--- src/rtl/core/mbrsp_pkg.sv ---
`default_nettype none

package mbrsp_pkg;

    // Widths
    localparam int POS_W      = 10;
    localparam int SLOT_W     = 2;
    localparam int OFF_W      = 4;
    localparam int ADDR_W     = 6;
    localparam int COUNT_W    = 3;
    localparam int ENTRY_DEPTH = 64;

    // Sector layout
    localparam int SECTOR_BYTES = 512;
    localparam logic [POS_W-1:0] ENTRY_BASE   = 10'd446;
    localparam logic [POS_W-1:0] ENTRY_END    = 10'd510;
    localparam logic [POS_W-1:0] SIG_LOW_POS  = 10'd510;
    localparam logic [POS_W-1:0] SIG_HIGH_POS = 10'd511;
    localparam logic [POS_W-1:0] FULL_POS     = POS_W'(SECTOR_BYTES - 1);
    localparam logic [POS_W-1:0] POS_MAX      = {POS_W{1'b1}};

    // Offsets inside one 16-byte entry
    localparam logic [OFF_W-1:0] OFF_STATUS = 4'd0;
    localparam logic [OFF_W-1:0] OFF_TYPE   = 4'd4;
    localparam logic [OFF_W-1:0] OFF_START  = 4'd8;
    localparam logic [OFF_W-1:0] OFF_LAST   = 4'd15;

    localparam logic [SLOT_W-1:0] FIRST_SLOT = 2'd0;
    localparam logic [SLOT_W-1:0] LAST_SLOT  = 2'd3;

    // Byte values
    localparam logic [7:0] SIG_LOW_VAL   = 8'h55;
    localparam logic [7:0] SIG_HIGH_VAL  = 8'hAA;
    localparam logic [7:0] BOOT_ACTIVE   = 8'h80;
    localparam logic [7:0] TYPE_EMPTY    = 8'h00;
    localparam logic [7:0] TYPE_EXT_CHS  = 8'h05;
    localparam logic [7:0] TYPE_EXT_LBA  = 8'h0F;
    localparam logic [7:0] TYPE_EXT_LNX  = 8'h85;
    localparam logic [7:0] TYPE_GPT_PROT = 8'hEE;

    localparam logic REC_ENTRY   = 1'b0;
    localparam logic REC_SUMMARY = 1'b1;

    typedef enum logic [1:0] {
        TBL_NONE = 2'd0,
        TBL_MBR  = 2'd1,
        TBL_GPT  = 2'd2
    } table_kind_t;

    typedef enum logic [2:0] {
        ST_IDLE,
        ST_TYPE,
        ST_FIELD,
        ST_EMIT,
        ST_SUMMARY
    } state_t;

    typedef struct packed {
        logic        accept;
        logic        capture_type;
        logic        set_table;
        table_kind_t table_val;
        logic        next_slot;
        logic        field_start;
        logic        field_step;
        logic        emit_record;
        logic        emit_summary;
        logic        clear_run;
    } ctrl_cmd_t;

    typedef struct packed {
        logic judge_ok;
        logic type_gpt;
        logic type_skip;
        logic slot_first;
        logic slot_last;
        logic off_last;
    } dp_status_t;

endpackage

`default_nettype wire

--- src/rtl/core/mbrsp_ram.sv ---
`default_nettype none

module mbrsp_ram #(
    parameter int WIDTH = 8,
    parameter int DEPTH = 64
) (
    input  wire logic                     clk,
    input  wire logic                     we,
    input  wire logic [$clog2(DEPTH)-1:0] waddr,
    input  wire logic [WIDTH-1:0]         wdata,
    input  wire logic [$clog2(DEPTH)-1:0] raddr,
    output logic      [WIDTH-1:0]         rdata
);

    logic [WIDTH-1:0] mem [DEPTH];
    logic [WIDTH-1:0] rdata_reg;

    always_ff @(posedge clk)
    begin
        if (we)
        begin
            mem[waddr] <= wdata;
        end
        rdata_reg <= mem[raddr];
    end

    assign rdata = rdata_reg;

endmodule

`default_nettype wire

--- src/rtl/core/mbrsp_ctrl.sv ---
`default_nettype none

module mbrsp_ctrl (
    input  wire logic                   clk,
    input  wire logic                   rst_n,
    input  wire logic                   start,
    input  wire logic                   end_of_sector,
    input  wire mbrsp_pkg::dp_status_t  status,
    output mbrsp_pkg::ctrl_cmd_t        cmd,
    output logic                        busy
);

    mbrsp_pkg::state_t state_reg;
    mbrsp_pkg::state_t state_next;

    always_ff @(posedge clk or negedge rst_n)
    begin
        if (!rst_n)
        begin
            state_reg <= mbrsp_pkg::ST_IDLE;
        end
        else
        begin
            state_reg <= state_next;
        end
    end

    always_comb
    begin
        state_next = state_reg;
        cmd        = '0;
        cmd.table_val = mbrsp_pkg::TBL_NONE;
        busy       = 1'b1;

        case (state_reg)
            mbrsp_pkg::ST_IDLE:
            begin
                busy = 1'b0;
                if (start)
                begin
                    cmd.accept = 1'b1;
                    if (end_of_sector)
                    begin
                        state_next = mbrsp_pkg::ST_TYPE;
                    end
                end
            end

            // Read data holds the type byte of the current slot.
            mbrsp_pkg::ST_TYPE:
            begin
                cmd.capture_type = 1'b1;
                if (status.slot_first && !status.judge_ok)
                begin
                    cmd.set_table = 1'b1;
                    cmd.table_val = mbrsp_pkg::TBL_NONE;
                    state_next    = mbrsp_pkg::ST_SUMMARY;
                end
                else if (status.slot_first && status.type_gpt)
                begin
                    cmd.set_table = 1'b1;
                    cmd.table_val = mbrsp_pkg::TBL_GPT;
                    state_next    = mbrsp_pkg::ST_SUMMARY;
                end
                else
                begin
                    if (status.slot_first)
                    begin
                        cmd.set_table = 1'b1;
                        cmd.table_val = mbrsp_pkg::TBL_MBR;
                    end
                    if (status.type_skip)
                    begin
                        if (status.slot_last)
                        begin
                            state_next = mbrsp_pkg::ST_SUMMARY;
                        end
                        else
                        begin
                            cmd.next_slot = 1'b1;
                        end
                    end
                    else
                    begin
                        cmd.field_start = 1'b1;
                        state_next      = mbrsp_pkg::ST_FIELD;
                    end
                end
            end

            mbrsp_pkg::ST_FIELD:
            begin
                cmd.field_step = 1'b1;
                if (status.off_last)
                begin
                    state_next = mbrsp_pkg::ST_EMIT;
                end
            end

            mbrsp_pkg::ST_EMIT:
            begin
                cmd.emit_record = 1'b1;
                if (status.slot_last)
                begin
                    state_next = mbrsp_pkg::ST_SUMMARY;
                end
                else
                begin
                    cmd.next_slot = 1'b1;
                    state_next    = mbrsp_pkg::ST_TYPE;
                end
            end

            mbrsp_pkg::ST_SUMMARY:
            begin
                cmd.emit_summary = 1'b1;
                cmd.clear_run    = 1'b1;
                state_next       = mbrsp_pkg::ST_IDLE;
            end

            default:
            begin
                state_next = mbrsp_pkg::ST_IDLE;
            end
        endcase
    end

endmodule

`default_nettype wire

--- src/rtl/core/mbrsp_datapath.sv ---
`default_nettype none

module mbrsp_datapath (
    input  wire logic                 clk,
    input  wire logic                 rst_n,
    input  wire logic [7:0]           sector_byte,
    input  wire mbrsp_pkg::ctrl_cmd_t cmd,
    output mbrsp_pkg::dp_status_t     status,
    output logic                      result_strobe,
    output logic                      record_kind,
    output logic [1:0]                entry_slot,
    output logic [31:0]               start_sector,
    output logic [31:0]               sector_total,
    output logic [7:0]                type_code,
    output logic                      boot_flag,
    output logic [1:0]                table_kind,
    output logic [2:0]                found_count,
    output logic                      last_result
);

    // Run state
    logic [mbrsp_pkg::POS_W-1:0]   pos_reg, pos_next;
    logic [7:0]                    sig_low_reg, sig_low_next;
    logic [7:0]                    sig_high_reg, sig_high_next;
    logic                          full_reg, full_next;
    logic [mbrsp_pkg::SLOT_W-1:0]  slot_reg, slot_next;
    logic [mbrsp_pkg::OFF_W-1:0]   off_reg, off_next;
    logic [mbrsp_pkg::COUNT_W-1:0] count_reg, count_next;
    mbrsp_pkg::table_kind_t        table_reg, table_next;

    // Entry fields being gathered
    logic [7:0]  type_reg;
    logic        boot_reg;
    logic [31:0] start_reg;
    logic [31:0] total_reg;

    // Result registers
    logic        strobe_reg;
    logic        kind_out_reg;
    logic [1:0]  slot_out_reg;
    logic [31:0] start_out_reg;
    logic [31:0] total_out_reg;
    logic [7:0]  type_out_reg;
    logic        boot_out_reg;
    logic [1:0]  table_out_reg;
    logic [2:0]  count_out_reg;
    logic        last_out_reg;

    logic                          in_entries;
    logic                          ram_we;
    logic [mbrsp_pkg::POS_W-1:0]   pos_rel;
    logic [mbrsp_pkg::ADDR_W-1:0]  ram_waddr;
    logic [mbrsp_pkg::ADDR_W-1:0]  ram_raddr;
    logic [7:0]                    ram_rdata;

    assign in_entries = (pos_reg >= mbrsp_pkg::ENTRY_BASE) && (pos_reg < mbrsp_pkg::ENTRY_END);
    assign ram_we     = cmd.accept && in_entries;
    assign pos_rel    = pos_reg - mbrsp_pkg::ENTRY_BASE;
    assign ram_waddr  = pos_rel[mbrsp_pkg::ADDR_W-1:0];
    // Address the byte that the next cycle works on.
    assign ram_raddr  = {slot_next, off_next};

    mbrsp_ram #(
        .WIDTH (8),
        .DEPTH (mbrsp_pkg::ENTRY_DEPTH)
    ) u_entry_ram (
        .clk   (clk),
        .we    (ram_we),
        .waddr (ram_waddr),
        .wdata (sector_byte),
        .raddr (ram_raddr),
        .rdata (ram_rdata)
    );

    always_comb
    begin
        pos_next      = pos_reg;
        sig_low_next  = sig_low_reg;
        sig_high_next = sig_high_reg;
        full_next     = full_reg;
        slot_next     = slot_reg;
        off_next      = off_reg;
        count_next    = count_reg;
        table_next    = table_reg;

        if (cmd.accept)
        begin
            if (pos_reg == mbrsp_pkg::SIG_LOW_POS)
            begin
                sig_low_next = sector_byte;
            end
            if (pos_reg == mbrsp_pkg::SIG_HIGH_POS)
            begin
                sig_high_next = sector_byte;
            end
            if (pos_reg != mbrsp_pkg::POS_MAX)
            begin
                pos_next = pos_reg + 1'b1;
            end
            full_next  = (pos_reg >= mbrsp_pkg::FULL_POS);
            slot_next  = mbrsp_pkg::FIRST_SLOT;
            off_next   = mbrsp_pkg::OFF_TYPE;
            count_next = '0;
        end

        if (cmd.set_table)
        begin
            table_next = cmd.table_val;
        end

        if (cmd.next_slot)
        begin
            slot_next = slot_reg + 1'b1;
            off_next  = mbrsp_pkg::OFF_TYPE;
        end

        if (cmd.field_start)
        begin
            off_next = mbrsp_pkg::OFF_STATUS;
        end

        // Walk status byte, then bytes 8 to 15; hold on the last one.
        if (cmd.field_step && (off_reg != mbrsp_pkg::OFF_LAST))
        begin
            if (off_reg == mbrsp_pkg::OFF_STATUS)
            begin
                off_next = mbrsp_pkg::OFF_START;
            end
            else
            begin
                off_next = off_reg + 1'b1;
            end
        end

        if (cmd.emit_record)
        begin
            count_next = count_reg + 1'b1;
        end

        if (cmd.clear_run)
        begin
            pos_next      = '0;
            sig_low_next  = '0;
            sig_high_next = '0;
        end
    end

    always_ff @(posedge clk or negedge rst_n)
    begin
        if (!rst_n)
        begin
            pos_reg      <= '0;
            sig_low_reg  <= '0;
            sig_high_reg <= '0;
            full_reg     <= 1'b0;
            slot_reg     <= '0;
            off_reg      <= '0;
            count_reg    <= '0;
            table_reg    <= mbrsp_pkg::TBL_NONE;
            strobe_reg   <= 1'b0;
        end
        else
        begin
            pos_reg      <= pos_next;
            sig_low_reg  <= sig_low_next;
            sig_high_reg <= sig_high_next;
            full_reg     <= full_next;
            slot_reg     <= slot_next;
            off_reg      <= off_next;
            count_reg    <= count_next;
            table_reg    <= table_next;
            strobe_reg   <= cmd.emit_record || cmd.emit_summary;
        end
    end

    // Payload registers
    always_ff @(posedge clk)
    begin
        if (cmd.capture_type)
        begin
            type_reg <= ram_rdata;
        end
        if (cmd.field_step)
        begin
            if (off_reg == mbrsp_pkg::OFF_STATUS)
            begin
                boot_reg <= (ram_rdata == mbrsp_pkg::BOOT_ACTIVE);
            end
            else if (off_reg[3:2] == 2'b10)
            begin
                start_reg <= {ram_rdata, start_reg[31:8]};
            end
            else if (off_reg[3:2] == 2'b11)
            begin
                total_reg <= {ram_rdata, total_reg[31:8]};
            end
        end

        if (cmd.emit_record)
        begin
            kind_out_reg  <= mbrsp_pkg::REC_ENTRY;
            slot_out_reg  <= slot_reg;
            start_out_reg <= start_reg;
            total_out_reg <= total_reg;
            type_out_reg  <= type_reg;
            boot_out_reg  <= boot_reg;
            table_out_reg <= mbrsp_pkg::TBL_NONE;
            count_out_reg <= '0;
            last_out_reg  <= 1'b0;
        end
        else if (cmd.emit_summary)
        begin
            kind_out_reg  <= mbrsp_pkg::REC_SUMMARY;
            slot_out_reg  <= '0;
            start_out_reg <= '0;
            total_out_reg <= '0;
            type_out_reg  <= '0;
            boot_out_reg  <= 1'b0;
            table_out_reg <= table_reg;
            count_out_reg <= count_reg;
            last_out_reg  <= 1'b1;
        end
    end

    assign status.judge_ok   = full_reg && (sig_low_reg == mbrsp_pkg::SIG_LOW_VAL)
                               && (sig_high_reg == mbrsp_pkg::SIG_HIGH_VAL);
    assign status.type_gpt   = (ram_rdata == mbrsp_pkg::TYPE_GPT_PROT);
    assign status.type_skip  = (ram_rdata == mbrsp_pkg::TYPE_EMPTY)
                               || (ram_rdata == mbrsp_pkg::TYPE_EXT_CHS)
                               || (ram_rdata == mbrsp_pkg::TYPE_EXT_LBA)
                               || (ram_rdata == mbrsp_pkg::TYPE_EXT_LNX);
    assign status.slot_first = (slot_reg == mbrsp_pkg::FIRST_SLOT);
    assign status.slot_last  = (slot_reg == mbrsp_pkg::LAST_SLOT);
    assign status.off_last   = (off_reg == mbrsp_pkg::OFF_LAST);

    assign result_strobe = strobe_reg;
    assign record_kind   = kind_out_reg;
    assign entry_slot    = slot_out_reg;
    assign start_sector  = start_out_reg;
    assign sector_total  = total_out_reg;
    assign type_code     = type_out_reg;
    assign boot_flag     = boot_out_reg;
    assign table_kind    = table_out_reg;
    assign found_count   = count_out_reg;
    assign last_result   = last_out_reg;

endmodule

`default_nettype wire

--- src/rtl/core/mbr_sector_parser.sv ---
`default_nettype none

// Partition table parser for sector zero of a disk.
//
// Input: drive start high with one byte of the sector on sector_byte, in
// ascending offset order; an item is taken on a clock edge where start is
// high and busy is low. Mark the final byte with end_of_sector. Every byte
// but the final one leaves busy low, so a stream of one byte per cycle flows
// straight through. Bytes 446..509 land in a 64-entry RAM, bytes 510 and 511
// in the signature registers.
// After the final byte busy stays high while a sequencer walks the four
// primary entries through the RAM's single read port: a skipped entry reads
// only its type byte, a used entry its type, status and eight field bytes
// before its record is emitted; the summary comes last. With no table or a GPT
// protective entry in the first slot the walk goes straight to the summary.
// busy drops in the cycle that carries the summary strobe.
// Output: each result is valid for one cycle while result_strobe is high; the
// receiver cannot stall, so take every strobed item. Partition records come
// first, then the summary, flagged by last_result.
// Reset returns the sequencer to idle and clears the byte offset and the
// signature; the entry RAM keeps whatever it held.
module mbr_sector_parser (
    input  wire logic        clk,
    input  wire logic        rst_n,
    input  wire logic        start,
    input  wire logic [7:0]  sector_byte,
    input  wire logic        end_of_sector,
    output logic             busy,
    output logic             result_strobe,
    output logic             record_kind,
    output logic [1:0]       entry_slot,
    output logic [31:0]      start_sector,
    output logic [31:0]      sector_total,
    output logic [7:0]       type_code,
    output logic             boot_flag,
    output logic [1:0]       table_kind,
    output logic [2:0]       found_count,
    output logic             last_result
);

    mbrsp_pkg::ctrl_cmd_t  cmd;
    mbrsp_pkg::dp_status_t status;
    logic                  accept;

    assign accept = start && !busy;

    // Sequencer: accepts bytes, then steps the entry walk.
    mbrsp_ctrl u_ctrl (
        .clk           (clk),
        .rst_n         (rst_n),
        .start         (start),
        .end_of_sector (end_of_sector),
        .status        (status),
        .cmd           (cmd),
        .busy          (busy)
    );

    // Offset counter, signature, entry RAM, field gathering and result registers.
    mbrsp_datapath u_datapath (
        .clk           (clk),
        .rst_n         (rst_n),
        .sector_byte   (sector_byte),
        .cmd           (cmd),
        .status        (status),
        .result_strobe (result_strobe),
        .record_kind   (record_kind),
        .entry_slot    (entry_slot),
        .start_sector  (start_sector),
        .sector_total  (sector_total),
        .type_code     (type_code),
        .boot_flag     (boot_flag),
        .table_kind    (table_kind),
        .found_count   (found_count),
        .last_result   (last_result)
    );

    // Results come only out of a walk.
    a_strobe_after_busy: assert property (@(posedge clk) disable iff (!rst_n)
        result_strobe |-> $past(busy))
        else $error("result strobe without a preceding walk");

    // A byte that does not close the sector leaves the block free.
    a_plain_byte_idle: assert property (@(posedge clk) disable iff (!rst_n)
        (accept && !end_of_sector) |=> !busy)
        else $error("busy after a non-final byte");

    // The summary closes the run; nothing follows it directly.
    a_summary_alone: assert property (@(posedge clk) disable iff (!rst_n)
        (result_strobe && (record_kind == mbrsp_pkg::REC_SUMMARY)) |=> !result_strobe)
        else $error("result right after the summary");

    // Never more records than primary slots.
    a_count_bound: assert property (@(posedge clk) disable iff (!rst_n)
        (result_strobe && last_result) |-> (found_count <= 3'd4))
        else $error("found count out of range");

endmodule

`default_nettype wire
--- config.mk ---
export PLATFORM = sky130hd
export DESIGN_NAME = mbr_sector_parser
export DESIGN_NICKNAME = d
export VERILOG_FILES = /design/src/rtl/core/mbrsp_pkg.sv /design/src/rtl/core/mbrsp_ram.sv /design/src/rtl/core/mbrsp_ctrl.sv /design/src/rtl/core/mbrsp_datapath.sv /design/src/rtl/core/mbr_sector_parser.sv
export SDC_FILE = /design/constraint.sdc
export NUM_CORES = 1
export LEC_CHECK = 0
export BUFFER_PORTS_ARGS = -buffer_cell sky130_fd_sc_hd__buf_4
export CAP_MARGIN = 20
export CORE_AREA = 5 5 421 216
export DETAILED_ROUTE_END_ITERATION = 7
export DIE_AREA = 0 0 426 221
export GPL_TIMING_DRIVEN = 0
export MAX_ROUTING_LAYER = met4
export SYNTH_ARGS = -nofsm -noshare
export SYNTH_HDL_FRONTEND = slang
export SYNTH_SLANG_ARGS = --single-unit
--- constraint.sdc ---
create_clock -name clk -period 5 [get_ports clk]
set_input_delay 0.5 -clock clk [delete_from_list [all_inputs] [get_ports clk]]
set_output_delay 0.5 -clock clk [all_outputs]
set_load 0.01 [all_outputs]
# Word-level counts from Yosys, hierarchy flattened
# Memory sizes are Yosys's and may differ from the RTL's. A register that Yosys moved wholly into a read port is not among the register bits.
# Index checks and enable logic that the tools add are counted.
[word_totals]
reg_bits = 196
inputBits = 12
n_memories = 1
ram_bits = 512
[memory_table]
columns = ["memory", "words", "width", "rd", "rd_clocked_by_memory_dff", "wr", "line", "text"]
rows = [
  ["u_datapath.u_entry_ram.mem", 64, 8, 1, 1, 1, "mbrsp_ram.sv:15", "logic [WIDTH-1:0] mem [DEPTH];"],
]
[classes]
muxes = 55
bitwise_logic = 2
reduce_logical = 29
add_sub_neg = 5
order_cmp = 3
n_eq_ne = 23
[op_table]
columns = ["op", "n"]
rows = [
  ["32-bit two-way mux", 3],
  ["8-bit two-way mux", 8],
  ["3-bit two-way mux", 13],
  ["8-bit equality test (second input constant)", 4],
  ["10-bit two-way mux", 3],
  ["4-bit two-way mux", 6],
  ["10-bit by 9-bit equality test with 1-bit output (second input constant)", 2],
  ["10-bit by 9-bit >= comparator with 1-bit output (second input constant)", 2],
  ["2-bit two-way mux", 7],
  ["1-bit two-way mux", 13],
  ["3-bit case mux with 4 select lines", 1],
  ["2-bit nonzero test", 6],
  ["10-bit by 1-bit adder with 10-bit output (second input constant)", 1],
  ["10-bit by 9-bit less-than comparator with 1-bit output (second input constant)", 1],
  ["10-bit inequality test (second input constant)", 1],
  ["8-bit by 3-bit equality test with 1-bit output (second input constant)", 1],
  ["8-bit by 4-bit equality test with 1-bit output (second input constant)", 1],
  ["8-bit by 7-bit equality test with 1-bit output (second input constant)", 1],
  ["8-bit zero test", 1],
  ["2-bit AND reduction", 4],
  ["4-bit AND reduction", 2],
  ["1-bit logical AND", 7],
  ["2-bit equality test (second input constant)", 3],
  ["3-bit by 2-bit equality test with 1-bit output (second input constant)", 2],
  ["other kinds (18)", 24],
]

# Depth between registers and ports, before layout
# Gate-level depths: netlist of run 1.
[logic_depth]
depth_word = 11
ltp_mapped = 15

# By module
# From an unflattened synthesis of run 1, not the netlist that was laid out.
[unflattened]
cells_unflattened = 1450
area_unflattened_um2 = 27919.3
[modules_own_cells]
columns = ["mod", "seq_area_each_um2", "n_inst", "area_each_um2", "cells_per_inst"]
rows = [
  ["mbrsp_ram", 15534.9, 1, 20166.8, 940],
  ["mbrsp_datapath", 5540.3, 1, 7482.2, 476],
  ["mbrsp_ctrl", 75.1, 1, 270.3, 34],
]

# Least setup slack after synthesis of run 1
# Ideal clock, no wire load.
[synth_path]
path_kind = "register -> register"
start = "reg u_ctrl.state_reg[1]"
end = "reg u_datapath.boot_out_reg (netlist: u_datapath.boot_flag) (enable)"
path_buffers = 1
path_slack_ps = 2012
period_less_slack_ps = 2988
path_stages_with_launch = 5
arrival_time_ps = 2552
cell_sequence = "dfrtp_1 clkbuf_1 nor2_1 nand2_1 nand2_1"
[synth_between]
elab_chain_cells = 3
elab_cells_between_ends = 5
classes_between = "eq/ne (2); mux (2); reduce/logical (1)"
[synth_rtl]
columns = ["element", "line", "text"]
rows = [
  ["from (decl)", "mbrsp_ctrl.sv:13", "mbrsp_pkg::state_t state_reg;"],
  ["from (signal assigned)", "mbrsp_ctrl.sv:20", "state_reg <= mbrsp_pkg::ST_IDLE;"],
  ["from (signal assigned)", "mbrsp_ctrl.sv:24", "state_reg <= state_next;"],
  ["3-bit equality test / 3-bit by 2-bit equality test with 1-bit output (equally long branches)", "mbrsp_ctrl.sv:35", "case (state_reg)"],
  ["2-bit two-way mux / 1-bit two-way mux (equally long branches)", "mbrsp_ctrl.sv:35", ""],
  ["2-bit nonzero test (no source line) *", "--", ""],
  ["to (signal assigned)", "mbrsp_datapath.sv:206", "boot_out_reg <= boot_reg;"],
  ["to (decl)", "mbrsp_datapath.sv:44", "logic boot_out_reg;"],
]
# Every way passes the cells marked *; elsewhere a longest branch is shown, timed or not.
# A chain may end at the register's enable or synchronous reset.

# Worst setup path in the final report of run 1
[layout_path]
start = "reg u_ctrl.state_reg[2]"
end = "reg u_datapath.u_entry_ram.rdata_reg[5] (netlist: u_datapath.u_entry_ram.rdata[5]) (read register of u_datapath.u_entry_ram.mem)"
[layout_between]
elab_chain_cells = 6
elab_cells_between_ends = 15
classes_between = "eq/ne (3); mux (10); reduce/logical (2)"
[layout_rtl]
columns = ["element", "line", "text"]
rows = [
  ["3-bit zero test", "mbrsp_ctrl.sv:35", ""],
  ["1-bit two-way mux", "mbrsp_ctrl.sv:35", ""],
  ["4-bit two-way mux", "mbrsp_datapath.sv:86", "if (cmd.accept)"],
  ["4-bit two-way mux", "mbrsp_datapath.sv:111", "if (cmd.next_slot)"],
  ["4-bit two-way mux", "mbrsp_datapath.sv:117", "if (cmd.field_start)"],
  ["4-bit two-way mux", "mbrsp_datapath.sv:123", "if (cmd.field_step && (off_reg != mbrsp_pkg::OFF_LAST))"],
  ["to (decl)", "mbrsp_ram.sv:16", "logic [WIDTH-1:0] rdata_reg;"],
]
# Several ways; a longest one is shown, not always the timed one.

==> reports/metrics.yaml, run 1 <==
port_buffers: 95
synthArstFlopShare: 0.0587
routed_wirelength_um: 88300
initial_core_util: 0.326
min_period_ns: 5.06
cp-end-kind: "register"
grt_pass1_wl_um: 124000
synth_top_family_by_area: "simple AND/OR/NAND/NOR gates"
overflow: 0
path_buf_inv: 3
failed_checks: "setup timing"
post-place-ws_ns: -0.177
cts.sinks: 716
core_um2: 87100
synthDistinctLibCells: 74
synth_edf_count: 660
grt_pass1_vias: 16800
clockPowerShare: 0.397
grt_usage: 0.187
yosysTopAreaCell: "edfxtp_1"
rr_worst_depth: 12
fmax_ghz: 0.198
cp_top_family: "simple AND/OR/NAND/NOR gates"
timing.rr.end: "u_datapath.u_entry_ram.rdata[5]"
synth_common_cells: "660 x edfxtp_1, 269 x nand2_1, 130 x nor2_1"
startpoint_type: "register"
die-area_um2: 94100
outcome: "finished with violations"
cp-startpoint: "u_ctrl.state_reg[2]"
clockBufferDepth: 3
fp.dieH_um: 221
cts-root-buf: "clkbuf_16"
pwr-share-seq: 0.565
worstPathRequired_ns: 5.44
placementRows: 77
synth-compound-area-share: 0.0711
path_cells: "nor2b_1 > nand2b_1 > inv_1 > o211ai_1 > o211ai_1 > and3_4 > inv_1 > nor2_2 > clkdlybuf4s15_1 > a32oi_1 > a211oi_1 > nor4_1"
timing.slew.headroom: 0.0108
cp_max_fo: 10
antenna_cells: 0
syn2layout_area_growth_pct: 15.0
cts.reportedPaths.clkPinSlew_ns: 0.07
hpwlAfterDp_um: 63900
reg2reg_from: "u_ctrl.state_reg[2]"
crit_end: "u_datapath.u_entry_ram.rdata[5]"
fin_skew_ns: 0.0276
postSynthCellCount: 1906
finalSetupTns_ns: -0.0875
nNetsFinal: 2091
stdcell_area_um2: 32700
antenna_found_initial: 2
synth_top_area_frac: 0.698
criticalPathCategory: "register to register"
wl_per_cell_um: 26.7
hold_path_depth: 3
power.density_nw_per_um2: 359
ant_nets: 0
switching_power_mw: 2.52
arrival_ns: 5.50
drt_iter0_drc: 2892
cts_inserted_buffers: 58
period_share: 1.01
hold_viol_final: 0
leakagePower_nw: 11.7
clk_latency_ns: 0.64
synth.most_common_cell: "edfxtp_1"
min_from: "end_of_sector"
viasPerCell: 5.48
vias: 18100
synth_warnings: 0
cp.depth: 12
synth-xor-area-share: 0.00154
cts_tree: "built"
ys_seq_elements: 716
synthAdderAreaFrac: 0.00308
regMostFlops: "u_datapath.u_entry_ram.mem"
worst_slack_ns: -0.0605
grt_max_degree: 74
hold_class: "input port to register"
fin_hold_ws_ns: 0.273
cts_setup_buffers: 0
slew_violations: 0
postPlaceCellArea_um2: 30700
ios: 96
drive_gt1_frac: 0.146
yosys-top-cells-area: "edfxtp_1 70%, mux2i_1 3.8%, dfrtp_1 3.7%"
gp_congestion: 0.951
ys.flop_type: "edfxtp_1"
synthesis.area_um2: 28400
netSwitchingFraction: 0.215
pwr-share-comb: 0.038
critPathMaxStageDelay_ns: 0.80
synth-simple-area-share: 0.110
syn_nets: 1925
syn_avg_cell_area_um2: 14.9
firstDrtPassIters: 6
final_util: 0.375
tightest_slew_ns: 1.48
cap_viol_max_count: 0
ir_drop_uv: 312
largest_reg_flops: 512
rrSetupSlack_ns: -0.06
cts_max_level: 2
drc: 0
muxShareOfSynthArea: 0.0459
rsz0062_at_grt: "no"
setup_viol: 2
internal_power_mw: 9.19
yosysSeqAreaShare: 0.745
critPathSlowestCell: "clkdlybuf4s15_1"
dieWidth_um: 426
[cells by family after synthesis]
logic type | count (synthesis)
AO/OA/AOI/OAI | 267
flip-flops | 716
XOR/XNOR | 5
adder cells (fa/ha/maj) | 7
multiplexers | 128
AND/OR/NAND/NOR | 657
buffers and inverters | 126
[tightest hold or removal path: stages]
cell	delay [ns]
buf_4	0.11
a21oi_1	0.17
o41ai_1	0.08
[power by group through the flow]
stage | registers (mW) | clock network, mW | logic, mW
2_1_floorplan | 6.75 | 0 | 0.185
3_3_place_gp | 6.74 | 0 | 0.422
3_5_place_dp | 6.75 | 0 | 0.444
4_1_cts | 6.61 | 4.71 | 0.445
5_1_grt | 6.62 | 4.97 | 0.481
6_report | 6.61 | 4.65 | 0.449
[placed cells by master, fill, tap and decap left out, types with 9 or more instances in the layout]
cell and instances:
inv_1 11, nor2_1 129, o211ai_1 13, nor4_1 9, nand4_1 12, nand3_1 58, clkinv_1 10, edfxtp_1 660
o21ai_0 29, buf_4 119, and2_1 28, mux2_2 19, a21oi_1 41, mux2i_1 109, dfrtp_1 42, clkbuf_16 59
a22o_1 10, a211oi_1 19, clkbuf_1 55, buf_6 9, and3_1 102, a2111oi_0 16, clkinv_2 11, a31oi_1 18
a221oi_1 40, a311o_1 9, nand2_1 268, buf_2 34, dfxtp_1 14
[what timing repair did]
action / 4_1_cts / 5_1_grt
gates resized for setup: 4 / 8
hold endpoints to repair: 42 / 0
gates cloned: 0 / 0
hold buffers: 1 / 0
setup endpoints to repair: 6 / 7
pin swaps: 0 / 0
[worst min-delay path by stage]
stage	endpoint	slack, ns
3_3_place_gp	u_datapath.total_reg[3]	0.43
3_5_place_dp	u_datapath.total_reg[11]	0.43
2_1_floorplan	u_ctrl.state_reg[0]	0.20
6_report	u_ctrl.state_reg[0]	0.27
4_1_cts	u_ctrl.state_reg[0]	0.24
5_1_grt	u_ctrl.state_reg[0]	0.29
[per-stage QoR]
step,power [mW],std cells
finish,11.7,3304
CTS,11.8,3299
detailed placement,7.19,3191
global placement,7.17,3186
global route,12.1,3304
floorplan,6.94,1906
[metal layers]
metal  GRT usage  vias to the layer above  wire length (um)
met5           -                        -                 0
met4      0.0260                        0              1250
met3      0.0981                      118             14900
met2       0.201                     1119             29900
met1       0.299                     9235             42300
li1            -                     7635                 -
[final cells by class]
cell class | instances | area (um^2)
fillers | 8196 | 54400
flip-flops and latches | 716 | 21200
multi-input cells | 1064 | 6630
clock buffers | 78 | 1600
well taps | 1185 | 1480
repair buffers | 106 | 862
plain buffers | 113 | 627
clock inverters | 29 | 269
inverters | 13 | 50.0
Note: power is estimated with default switching activity, not from simulation.
==> inputs of run 2 (changes only) <==
Settings changed: BUFFER_PORTS_ARGS -buffer_cell sky130_fd_sc_hd__buf_4 to -buffer_cell sky130_fd_sc_hd__buf_2, CORE_AREA 5 5 421 216 to 5 5 442 226, DIE_AREA 0 0 426 221 to 0 0 447 231, PLACE_DENSITY_LB_ADDON from default to 0.12.
==> run 2 against run 1 <==
The run now ends clean. Sequential cell count is the same. Worst hold slack got worse by 0.096 ns. Critical endpoint unchanged. Cell area is 1.4% higher. Global-route usage increased by 0.63 points. Clock power rose by 15%. Via count down 1.4%. Power increased by 5.9%.
==> reports/metrics.yaml, run 2 (synthesis gave the netlist of run 1 again) <==
cts_max_level: 3
setup_viol: 0
grt_pass1_vias: 16900
placed_cells: 3298
worstPathRequired_ns: 5.49
wl_met2_um: 32600
cts_tree: "built"
antenna_found_initial: 9
gp_congestion: 0.873
placementRows: 81
slew_violations: 0
cp_max_fo: 10
reg2reg_from: "u_datapath.sig_low_reg[1]"
ir_drop_uv: 232
min_from: "sector_byte[0]"
tightest_slew_ns: 1.29
clockBufferDepth: 3
fp.dieH_um: 231
cap_viol_max_count: 0
post-place-ws_ns: -0.581
rsz0062_at_grt: "no"
fmax_ghz: 0.205
largest_reg_flops: 512
rrSetupSlack_ns: 0.13
power.density_nw_per_um2: 374
min_period_ns: 4.87
hpwlAfterDp_um: 70800
internal_power_mw: 9.66
met3WireLength_um: 11700
criticalPathCategory: "register to register"
drc: 0
ant_nets: 0
core_um2: 96200
grt_pass1_wl_um: 135000
hold_end: "u_datapath.u_entry_ram.mem[47][0]"
period_share: 0.975
pwr-share-seq: 0.533
layout_common_cells: "660 x edfxtp_1, 268 x nand2_1, 129 x nor2_1"
grt_usage: 0.193
cts.reportedPaths.clkPinSlew_ns: 0.07
cts_inserted_buffers: 70
hold_path_depth: 1
worst_slack_ns: 0.126
clk_latency_ns: 0.65
dieWidth_um: 447
hold_viol_final: 0
outcome: "complete, no violations"
arrival_ns: 5.37
ios: 96
cts.sinks: 716
drt_iter0_drc: 2224
overflow: 0
cp-end-kind: "register"
switching_power_mw: 2.74
clockPowerShare: 0.429
die-area_um2: 103000
startpoint_type: "register"
routed_wirelength_um: 97800
rr_worst_depth: 10
syn2layout_area_growth_pct: 16.7
topRoutingLayerUsed: "met4"
timing.rr.end: "u_datapath.u_entry_ram.rdata[5]"
grt_max_degree: 68
firstDrtPassIters: 5
netSwitchingFraction: 0.221
pwr-share-comb: 0.037
viasPerCell: 5.20
regMostFlops: "u_datapath.u_entry_ram.mem"
port_buffers: 95
drive_gt1_frac: 0.159
wl_per_cell_um: 28.5
leakagePower_nw: 11.9
nNetsFinal: 2107
layout_commonest_cell: "edfxtp_1"
met1_length_um: 52600
hold_class: "input port to register"
timing.slew.headroom: 0.139
initial_core_util: 0.295
instances_no_fill: 3432
cts-root-buf: "clkbuf_16"
fin_skew_ns: 0.0201
vias: 17900
## run 2: worst max-delay path, cell delays in order, from the launching register on
cell	delay [ns]
dfrtp_1	0.38
nor4bb_1	0.53
nand2_1	0.22
nor4_2	0.65
o21ai_0	0.33
a32oi_4	0.59
nor2_1	0.22
buf_2	0.30
a221oi_1	0.53
a211oi_1	0.35
nor4_1	0.60
## run 2: worst max-delay path by stage
stage                                          startpoint                               to  slack, ns
after floorplan                       u_ctrl.state_reg[1]             u_datapath.boot_flag       2.01
after global placement                u_ctrl.state_reg[2]  u_datapath.u_entry_ram.rdata[5]      -0.52
after detailed placement              u_ctrl.state_reg[2]  u_datapath.u_entry_ram.rdata[5]      -0.58
after CTS                 u_datapath.u_entry_ram.rdata[6]  u_datapath.u_entry_ram.rdata[7]       0.04
after global routing                  u_ctrl.state_reg[2]  u_datapath.u_entry_ram.rdata[5]       0.04
final                           u_datapath.sig_low_reg[1]  u_datapath.u_entry_ram.rdata[5]       0.13
## run 2: repair_timing
item,CTS,global route
endpoints found under the setup margin,8,7
buffers inserted,0,0
gates resized for setup,8,12
endpoints found under the hold margin,0,22
hold buffers,0,1
pin swaps,0,1
## run 2: cell type report
class	count	area, um^2
diodes	3	7.51
repair buffers	110	777
well taps	1286	1610
inverters	13	53.8
fillers	9241	63000
clock buffers	90	1950
plain buffers	113	628
flip-flops and latches	716	21200
multi-input cells	1064	6670
clock inverters	37	290
## run 2: power groups by stage
stage                     registers [mW]  clock network [mW]  logic, mW
after CTS                           6.62                5.45      0.460
final                               6.62                5.33      0.462
after floorplan                     6.75                   0      0.185
after global placement              6.75                   0      0.425
after detailed placement            6.74                   0      0.458
after global routing                6.62                5.71      0.502
## run 2: through the flow
step	TNS [ns]	total power [mW]	instance area (um^2)	hold slack [ns]	util
floorplan	0	6.94	28400	0.204	-
global placement	-2.13	7.18	30500	0.430	0.317
detailed placement	-2.69	7.20	30800	0.424	0.320
CTS	0	12.5	33000	0.0327	0.343
global route	0	12.8	33100	0.139	0.344
finish	0	12.4	33100	0.177	0.344
## run 2: layer usage
metal / global-route usage / vias to the layer above
met5: - / -
li1: - / 7694
met1: 0.325 / 9274
met2: 0.207 / 809
met4: 0.0265 / 0
met3: 0.0752 / 85
